==> config.mk <==
export PLATFORM = sky130hd
export DESIGN_NAME = tagged_block_allocator_top_flat
export DESIGN_NICKNAME = d
export VERILOG_FILES = /design/src/rtl/tba_pkg.sv /design/src/rtl/tba_if.sv /design/src/rtl/tagged_block_allocator_top.sv /design/src/flat_wrapper.sv
export SDC_FILE = /design/constraint.sdc
export NUM_CORES = 2
export LEC_CHECK = 0
export ABC_AREA = 0
export BUFFER_PORTS_ARGS = -buffer_cell sky130_fd_sc_hd__buf_2
export CAP_MARGIN = 30
export CORE_MARGIN = 3
export CORE_UTILIZATION = 45
export DETAILED_ROUTE_END_ITERATION = 12
export GPL_ROUTABILITY_DRIVEN = 0
export MAX_ROUTING_LAYER = met4
export PLACE_DENSITY = 0.73
export SYNTH_ARGS = -nofsm -noshare
export SYNTH_HDL_FRONTEND = slang
export SYNTH_SLANG_ARGS = --single-unit
==> constraint.sdc <==
create_clock -name clk -period 11.3 [get_ports clk]
set_clock_uncertainty 0.2 [all_clocks]
set_input_delay 3.39 -clock clk [delete_from_list [all_inputs] [get_ports clk]]
set_output_delay 3.39 -clock clk [all_outputs]
set_load 0.01 [all_outputs]
==> src/rtl/tba_pkg.sv <==
// ----------------------------------------------------------------------------
// tba_pkg
// Shared constants, codes and types of the tagged block allocator.
// ----------------------------------------------------------------------------
package tba_pkg;

    localparam int MAX_BLOCKS   = 64;
    localparam int HEADER_WORDS = 2;

    localparam int OP_W    = 2;
    localparam int TAG_W   = 16;
    localparam int LEN_W   = 24;
    localparam int ADDR_W  = 24;
    localparam int ST_W    = 3;
    localparam int BCNT_W  = 7;
    localparam int LIMIT_W = 25;

    localparam int IDX_W = (MAX_BLOCKS > 1) ? $clog2(MAX_BLOCKS) : 1;
    localparam int CNT_W = $clog2(MAX_BLOCKS + 1);

    localparam logic [LIMIT_W-1:0] LIMIT_CAP = LIMIT_W'(25'h100_0000);

    localparam logic [OP_W-1:0] OP_ALLOC  = 2'd0;
    localparam logic [OP_W-1:0] OP_LOOKUP = 2'd1;
    localparam logic [OP_W-1:0] OP_CLEAR  = 2'd2;

    localparam logic [ST_W-1:0] ST_OK      = 3'd0;
    localparam logic [ST_W-1:0] ST_NO_LIST = 3'd1;
    localparam logic [ST_W-1:0] ST_NO_TAG  = 3'd2;
    localparam logic [ST_W-1:0] ST_PRESENT = 3'd3;
    localparam logic [ST_W-1:0] ST_NO_MEM  = 3'd4;

    typedef struct packed {
        logic [TAG_W-1:0]  tag;
        logic [ADDR_W-1:0] start;
        logic [LEN_W-1:0]  len;
    } entry_t;

endpackage

==> src/rtl/tba_if.sv <==
// ----------------------------------------------------------------------------
// tba_if
// Valid/ready channels of the allocator: request, response and config write.
// ----------------------------------------------------------------------------
interface tba_req_if;
    logic                       valid;
    logic                       ready;
    logic [tba_pkg::OP_W-1:0]   opcode;
    logic [tba_pkg::TAG_W-1:0]  block_tag;
    logic [tba_pkg::LEN_W-1:0]  request_length;

    modport source (output valid, output opcode, output block_tag,
                    output request_length, input ready);
    modport sink   (input valid, input opcode, input block_tag,
                    input request_length, output ready);
endinterface

interface tba_rsp_if;
    logic                       valid;
    logic                       ready;
    logic [tba_pkg::ST_W-1:0]   status;
    logic [tba_pkg::ADDR_W-1:0] start_addr;
    logic [tba_pkg::LEN_W-1:0]  block_length;
    logic [tba_pkg::BCNT_W-1:0] block_count;

    modport source (output valid, output status, output start_addr,
                    output block_length, output block_count, input ready);
    modport sink   (input valid, input status, input start_addr,
                    input block_length, input block_count, output ready);
endinterface

interface tba_cfg_if;
    logic                        valid;
    logic                        ready;
    logic [tba_pkg::LIMIT_W-1:0] data;

    modport source (output valid, output data, input ready);
    modport sink   (input valid, input data, output ready);
endinterface

==> src/rtl/tagged_block_allocator_top.sv <==
// ----------------------------------------------------------------------------
// tagged_block_allocator_top
// Append-only allocator of tagged blocks; block list held in an on-chip table.
// ----------------------------------------------------------------------------
// One request is handled at a time. Clear, and lookup on an absent list, go
// from accept straight to the finish state; allocate and lookup first scan the
// list, which holds at most 64 blocks, through the single read port of the
// block table, one entry per cycle. A finished result waits in the output
// register while the next request is taken. The table needs no clearing pass;
// the memory_limit write port is always ready.
module tagged_block_allocator_top (
    input  logic       clk,
    input  logic       rst_n,
    tba_req_if.sink    req,
    tba_rsp_if.source  rsp,
    tba_cfg_if.sink    cfg
);
    import tba_pkg::*;

    localparam logic [1:0] S_IDLE = 2'd0;
    localparam logic [1:0] S_SCAN = 2'd1;
    localparam logic [1:0] S_FIN  = 2'd2;

    logic [1:0]         state_reg, state_next;
    logic [LIMIT_W-1:0] limit_reg;
    logic               list_reg;
    logic [CNT_W-1:0]   count_reg;
    logic [LIMIT_W-1:0] free_reg;

    logic [OP_W-1:0]    op_reg;
    logic [TAG_W-1:0]   tag_reg;
    logic [LEN_W-1:0]   len_reg;
    logic               nolist_reg;
    logic               hit_reg;
    logic [ADDR_W-1:0]  found_start_reg;
    logic [LEN_W-1:0]   found_len_reg;

    logic [CNT_W-1:0]   issue_reg;
    logic               cmp_vld_reg;

    logic               rsp_valid_reg;
    logic [ST_W-1:0]    st_reg;
    logic [ADDR_W-1:0]  start_reg;
    logic [LEN_W-1:0]   blen_reg;
    logic [BCNT_W-1:0]  bcnt_reg;

    entry_t             mem [MAX_BLOCKS];
    entry_t             rd_data_reg;
    entry_t             wr_data;
    logic               mem_re;
    logic               mem_we;

    logic               req_fire;
    logic               out_free;
    logic               cmp_hit;
    logic               scan_done;
    logic [LIMIT_W:0]   end_sum;
    logic               no_mem;

    assign req.ready = (state_reg == S_IDLE);
    assign req_fire  = req.valid && req.ready;
    assign cfg.ready = 1'b1;
    assign out_free  = !rsp_valid_reg || rsp.ready;

    assign rsp.valid        = rsp_valid_reg;
    assign rsp.status       = st_reg;
    assign rsp.start_addr   = start_reg;
    assign rsp.block_length = blen_reg;
    assign rsp.block_count  = bcnt_reg;

    assign cmp_hit   = cmp_vld_reg && (rd_data_reg.tag == tag_reg);
    assign scan_done = cmp_hit || ((issue_reg == count_reg) && !cmp_vld_reg)
                       || ((issue_reg == count_reg) && cmp_vld_reg);
    assign mem_re    = (state_reg == S_SCAN) && (issue_reg < count_reg) && !cmp_hit;

    assign end_sum = (LIMIT_W + 1)'(free_reg) + (LIMIT_W + 1)'(len_reg)
                     + (LIMIT_W + 1)'(HEADER_WORDS);
    assign no_mem  = (end_sum >= (LIMIT_W + 1)'(limit_reg))
                     || (count_reg >= CNT_W'(MAX_BLOCKS));

    assign wr_data.tag   = tag_reg;
    assign wr_data.start = ADDR_W'(free_reg + LIMIT_W'(HEADER_WORDS));
    assign wr_data.len   = len_reg;
    assign mem_we = (state_reg == S_FIN) && out_free && (op_reg == OP_ALLOC)
                    && !hit_reg && !no_mem;

    always_comb
    begin
        state_next = state_reg;
        case (state_reg)
            S_IDLE:
            begin
                if (req_fire)
                begin
                    if (req.opcode == OP_CLEAR || (!list_reg && req.opcode != OP_ALLOC))
                        state_next = S_FIN;
                    else
                        state_next = S_SCAN;
                end
            end
            S_SCAN:
            begin
                if (scan_done)
                    state_next = S_FIN;
            end
            S_FIN:
            begin
                if (out_free)
                    state_next = S_IDLE;
            end
            default:
                state_next = S_IDLE;
        endcase
    end

    always_ff @(posedge clk)
    begin
        if (mem_we)
            mem[count_reg[IDX_W-1:0]] <= wr_data;
        if (mem_re)
            rd_data_reg <= mem[issue_reg[IDX_W-1:0]];
    end

    always_ff @(posedge clk)
    begin
        if (req_fire)
        begin
            op_reg     <= req.opcode;
            tag_reg    <= req.block_tag;
            len_reg    <= req.request_length;
            nolist_reg <= !list_reg && req.opcode != OP_ALLOC;
        end
        if (cmp_hit && state_reg == S_SCAN)
        begin
            found_start_reg <= rd_data_reg.start;
            found_len_reg   <= rd_data_reg.len;
        end
    end

    always_ff @(posedge clk or negedge rst_n)
    begin
        if (!rst_n)
        begin
            state_reg     <= S_IDLE;
            limit_reg     <= LIMIT_CAP;
            list_reg      <= 1'b0;
            count_reg     <= '0;
            free_reg      <= LIMIT_W'(HEADER_WORDS);
            issue_reg     <= '0;
            cmp_vld_reg   <= 1'b0;
            hit_reg       <= 1'b0;
            rsp_valid_reg <= 1'b0;
            st_reg        <= ST_OK;
            start_reg     <= '0;
            blen_reg      <= '0;
            bcnt_reg      <= '0;
        end
        else
        begin
            state_reg <= state_next;

            if (cfg.valid && cfg.ready)
                limit_reg <= (cfg.data > LIMIT_CAP) ? LIMIT_CAP : cfg.data;

            if (rsp_valid_reg && rsp.ready)
                rsp_valid_reg <= 1'b0;

            if (req_fire)
            begin
                issue_reg   <= '0;
                cmp_vld_reg <= 1'b0;
                hit_reg     <= 1'b0;
                if (req.opcode == OP_ALLOC)
                    list_reg <= 1'b1;
            end

            if (state_reg == S_SCAN)
            begin
                cmp_vld_reg <= mem_re;
                if (mem_re)
                    issue_reg <= issue_reg + CNT_W'(1);
                if (cmp_hit)
                    hit_reg <= 1'b1;
            end

            if (state_reg == S_FIN && out_free)
            begin
                rsp_valid_reg <= 1'b1;
                start_reg     <= '0;
                blen_reg      <= '0;
                bcnt_reg      <= BCNT_W'(count_reg);
                if (op_reg == OP_CLEAR)
                begin
                    list_reg <= 1'b0;
                    count_reg <= '0;
                    free_reg <= LIMIT_W'(HEADER_WORDS);
                    st_reg   <= ST_OK;
                    bcnt_reg <= '0;
                end
                else if (nolist_reg)
                begin
                    st_reg   <= ST_NO_LIST;
                    bcnt_reg <= '0;
                end
                else if (hit_reg)
                begin
                    st_reg    <= (op_reg == OP_ALLOC) ? ST_PRESENT : ST_OK;
                    start_reg <= found_start_reg;
                    blen_reg  <= found_len_reg;
                end
                else if (op_reg != OP_ALLOC)
                    st_reg <= ST_NO_TAG;
                else if (no_mem)
                    st_reg <= ST_NO_MEM;
                else
                begin
                    st_reg    <= ST_OK;
                    start_reg <= wr_data.start;
                    blen_reg  <= len_reg;
                    count_reg <= count_reg + CNT_W'(1);
                    bcnt_reg  <= BCNT_W'(count_reg + CNT_W'(1));
                    free_reg  <= end_sum[LIMIT_W-1:0];
                end
            end
        end
    end

    a_count_max: assert property (@(posedge clk) disable iff (!rst_n)
        count_reg <= CNT_W'(MAX_BLOCKS))
        else $error("block count above table depth");

    a_nolist_empty: assert property (@(posedge clk) disable iff (!rst_n)
        !list_reg |-> (count_reg == '0 && free_reg == LIMIT_W'(HEADER_WORDS)))
        else $error("absent list holds blocks");

    a_append_count: assert property (@(posedge clk) disable iff (!rst_n)
        mem_we |=> count_reg == $past(count_reg) + CNT_W'(1))
        else $error("append did not advance count");

    a_scan_bound: assert property (@(posedge clk) disable iff (!rst_n)
        state_reg == S_SCAN |-> issue_reg <= count_reg)
        else $error("scan ran past list end");

endmodule
==> src/flat_wrapper.sv <==
// flat-port wrapper written by rule: the top's interface ports become plain ports
module tagged_block_allocator_top_flat import tba_pkg::*;
  (clk, rst_n, req_valid, req_opcode, req_block_tag, req_request_length, req_ready, rsp_valid, rsp_status, rsp_start_addr, rsp_block_length, rsp_block_count, rsp_ready, cfg_valid, cfg_data, cfg_ready);
  tba_req_if req_i ();
  tba_rsp_if rsp_i ();
  tba_cfg_if cfg_i ();
  input  logic clk;
  input  logic rst_n;
  input wire logic [$bits(req_i.valid)-1:0] req_valid;
  input wire logic [$bits(req_i.opcode)-1:0] req_opcode;
  input wire logic [$bits(req_i.block_tag)-1:0] req_block_tag;
  input wire logic [$bits(req_i.request_length)-1:0] req_request_length;
  output wire logic [$bits(req_i.ready)-1:0] req_ready;
  output wire logic [$bits(rsp_i.valid)-1:0] rsp_valid;
  output wire logic [$bits(rsp_i.status)-1:0] rsp_status;
  output wire logic [$bits(rsp_i.start_addr)-1:0] rsp_start_addr;
  output wire logic [$bits(rsp_i.block_length)-1:0] rsp_block_length;
  output wire logic [$bits(rsp_i.block_count)-1:0] rsp_block_count;
  input wire logic [$bits(rsp_i.ready)-1:0] rsp_ready;
  input wire logic [$bits(cfg_i.valid)-1:0] cfg_valid;
  input wire logic [$bits(cfg_i.data)-1:0] cfg_data;
  output wire logic [$bits(cfg_i.ready)-1:0] cfg_ready;
  assign req_i.valid = req_valid;
  assign req_i.opcode = req_opcode;
  assign req_i.block_tag = req_block_tag;
  assign req_i.request_length = req_request_length;
  assign req_ready = req_i.ready;
  assign rsp_valid = rsp_i.valid;
  assign rsp_status = rsp_i.status;
  assign rsp_start_addr = rsp_i.start_addr;
  assign rsp_block_length = rsp_i.block_length;
  assign rsp_block_count = rsp_i.block_count;
  assign rsp_i.ready = rsp_ready;
  assign cfg_i.valid = cfg_valid;
  assign cfg_i.data = cfg_data;
  assign cfg_ready = cfg_i.ready;
  tagged_block_allocator_top u_core (.clk(clk), .rst_n(rst_n), .req(req_i), .rsp(rsp_i), .cfg(cfg_i));
endmodule
==> reports/qor.yml <==
yosys:
  synth_flop_cell: "edfxtp_1"
  syn_nets: 7087
  synth_simple_gate_area_share_pct: 0.957
  synthXorXnorAreaFrac_pct: 0.281
  avgSynthCellArea_um2: 24.3
  async_flop_share_pct: 2.92
  yosys_warnings: 0
  synth_mux_area_share_pct: 18.2
  netlist_area_um2: 168000
  yosys.area_share.adder_pct: 0.637
  yosysSeqAreaShare_pct: 77.8
  synth_area_leaders: "edfxtp_1 (76%), mux4_2 (18%), dfrtp_1 (1.9%)"
  synth_cells: 6930
  synth_edf_count: 4251
  synth_top_family_by_area: "multiplexers"
  synth_compound_area_share_pct: 0.985
  synth-seq-cells: 4379
  synth_top_area_share_pct: 75.9
  synth_top_area_cell: "edfxtp_1"
  synth_cell_type_count: 65
finish:
  drive_gt1_share_pct: 31.8
  fin_area_um2: 191000
  post-route-util_pct: 51.5
  multi_input_comb_area_um2: 36100
  final_common_cell: "edfxtp_1"
  regArea_um2: 131000
  largest_register_ff_count: 4096
  nets: 7575
  layout_common_cells: "edfxtp_1 (4251), mux4_2 (1344), clkbuf_16 (426)"
  fill_cells: 27602
  syn_to_final_growth_pct: 13.4
critical_path:
  cp-end-kind: "flip-flop"
  crit_type: "reg2reg"
  cp_slowest_stage_delay_ps: 860
  cpMaxStageDelayCell: "nor2_4"
  cp_top_family: "simple AND/OR/NAND/NOR gates"
  required_ps: 11660
  cp_max_fo: 66
  crit_buf_inv: 6
  cp.arrival_ps: 9050
  start_kind: "flip-flop"
  crit_path_cell_trace: "inv_1 > buf_4 > ha_1 > inv_1 > ha_1 > inv_1 > fa_1 > nand2b_1 > a21oi_1 > o211ai_1 > a211oi_1 > o31ai_1 > nand2b_1 > xor2_1 > ha_1 > a211oi_1 > o21ai_0 > a31oi_1 > and2_1 > nand4b_1 > buf_4 > or4_1 > nor2_4 > buf_4"
placement:
  placed_cell_area_um2: 177000
  dpl.hpwl_mm: 290
  io_buffers: 131
timing:
  period_minus_slack_ps: 8690
  relSlewSlack_pct: 16.4
  fmax_mhz: 115
  worstMarginPinSlew_ps: 1250
  rsz0062_at_grt: "false"
  hold_violations: 0
  setup_viol: 0
  slew_violations: 0
  post-route-period-util_pct: 76.9
floorplanning:
  die-area_um2: 381000
  die_y_um: 617
  die_w_um: 617
  pin_count: 133
  num_rows: 223
  initial_utilization_pct: 45.4
  core_um2: 371000
worst_hold_path:
  hold_path_class: "reg2reg"
clocking:
  clk_pin_slew_ps: 60
  cts_buffers: 421
  clkLatencyLatePin_ps: 1010
  cts_root_buffer: "clkbuf_16"
  cts_tree: "yes"
  cts_hold_buffers: 0
  cts_resized: 0
  cts_sinks: 4379
  htree_levels: 5
  clockBufferDepth: 4
  post_cts_buffers: 0
global_route:
  grt_max_degree: 132
  grt_pass1_wl_mm: 664
  grt_usage_pct: 25.7
  grt_overflow: 0
  grt_pass1_vias: 80368
  antenna_found_initial: 50
route:
  finalWirelength_mm: 477
  drt_first_pass_iters: 9
  first_iter_violations: 12797
  ant_nets: 0
  drc: 0
  via_per_inst: 6.43
  wl_per_cell_um: 37.4
  vias: 82030
run_status:
  status: "complete, no violations"
pwr:
  total_power_mw: 45.3
  ir_worst_vdd_mv: 0.220
  powerDensity_nw_per_um2: 238
  static-leakage-power_nw: 58.5
flow_run:
  max-cap-violations: 0
[layer usage]
layer | wire, um | vias to the layer above | global-route usage, %
met1 | 163000 | 43776 | 32.5
met2 | 231000 | 6349 | 39.7
met5 | 0 | - | -
li1 | - | 30896 | -
met3 | 51200 | 1009 | 4.58
met4 | 32300 | 0 | 14.0
[worst paths after layout]
kind                                                 start                                      to  slack, ps  cells past startpoint
max                         u_core.free_reg[1]$_DFFE_PN1P_             u_core.mem[5][48]$_DFFE_PP_       2610                     24
min                        u_core.rd_data_reg[0]$_DFFE_PP_       u_core.found_len_reg[0]$_DFFE_PP_        210                      0
max reg2reg                 u_core.free_reg[1]$_DFFE_PN1P_             u_core.mem[5][48]$_DFFE_PP_       2610                     24
min reg2reg                u_core.rd_data_reg[0]$_DFFE_PP_       u_core.found_len_reg[0]$_DFFE_PP_        210                      0
max in group asynchronous                            rst_n  u_core.rsp.block_length[5]$_DFFE_PN0P_       7590                      2
min in group asynchronous                            rst_n         u_core.free_reg[15]$_DFFE_PN0P_       2300                      1
[cells by family (layout without fill, tap and decap cells)]
family	after synthesis	in the layout
AOI/OAI and AO/OA	248	248
xor gates and xnor gates	54	54
adders and majority gates	85	85
buffers and inverters	450	1289
DFF	4379	4379
muxes	1373	1373
other	1	36
and+or+nand+nor	340	340
[metrics by stage]
step           hold slack, ps  TNS (ps)  std cells  setup slack, ps
6_report                  211         0      12754             2610
5_1_grt                   224         0      12741             2480
3_5_place_dp              205         0      11926             2820
2_1_floorplan             200   -216280       6930             -466
3_3_place_gp              202         0      11897             2820
4_1_cts                   213         0      12700             2770
[cells in the mapped netlist, drive strengths merged, types with 3 or more instances]
| master | count |
|---|---|
| a211oi | 6 |
| a21o | 24 |
| a21oi | 30 |
| a22o | 23 |
| a22oi | 28 |
| a31oi | 5 |
| and2 | 9 |
| and3 | 8 |
| buf | 144 |
| clkbuf | 209 |
| dfrtp | 126 |
| edfxtp | 4251 |
| ha | 84 |
| inv | 97 |
| mux2 | 4 |
| mux2i | 25 |
| mux4 | 1344 |
| nand2 | 96 |
| nand2b | 11 |
| nand3 | 33 |
| nand4 | 14 |
| nor2 | 96 |
| nor2b | 10 |
| nor3 | 17 |
| nor4 | 21 |
| o211ai | 9 |
| o21a | 5 |
| o21ai | 81 |
| o21bai | 3 |
| o2bb2ai | 4 |
| o31ai | 3 |
| or3 | 7 |
| or4 | 11 |
| xnor2 | 48 |
| xor2 | 6 |
[layout make-up]
type | instances | area share, %
Tap cell | 4950 | 3.25
Clock buffer | 528 | 5.82
Antenna cell | 35 | 0.0459
Multi-Input combinational cell | 2101 | 18.9
Clock inverter | 246 | 1.17
Inverter | 97 | 0.192
Sequential cell | 4379 | 68.6
Timing Repair Buffer | 418 | 1.95
[where the power goes]
part           internal (mW)  leakage [nW]  switching (mW)
combinational           4.34          12.1            7.30
clock                   7.67          6.51            6.08
sequential              19.6          40.0           0.343
No activity file was read; power rests on OpenSTA's default activity.
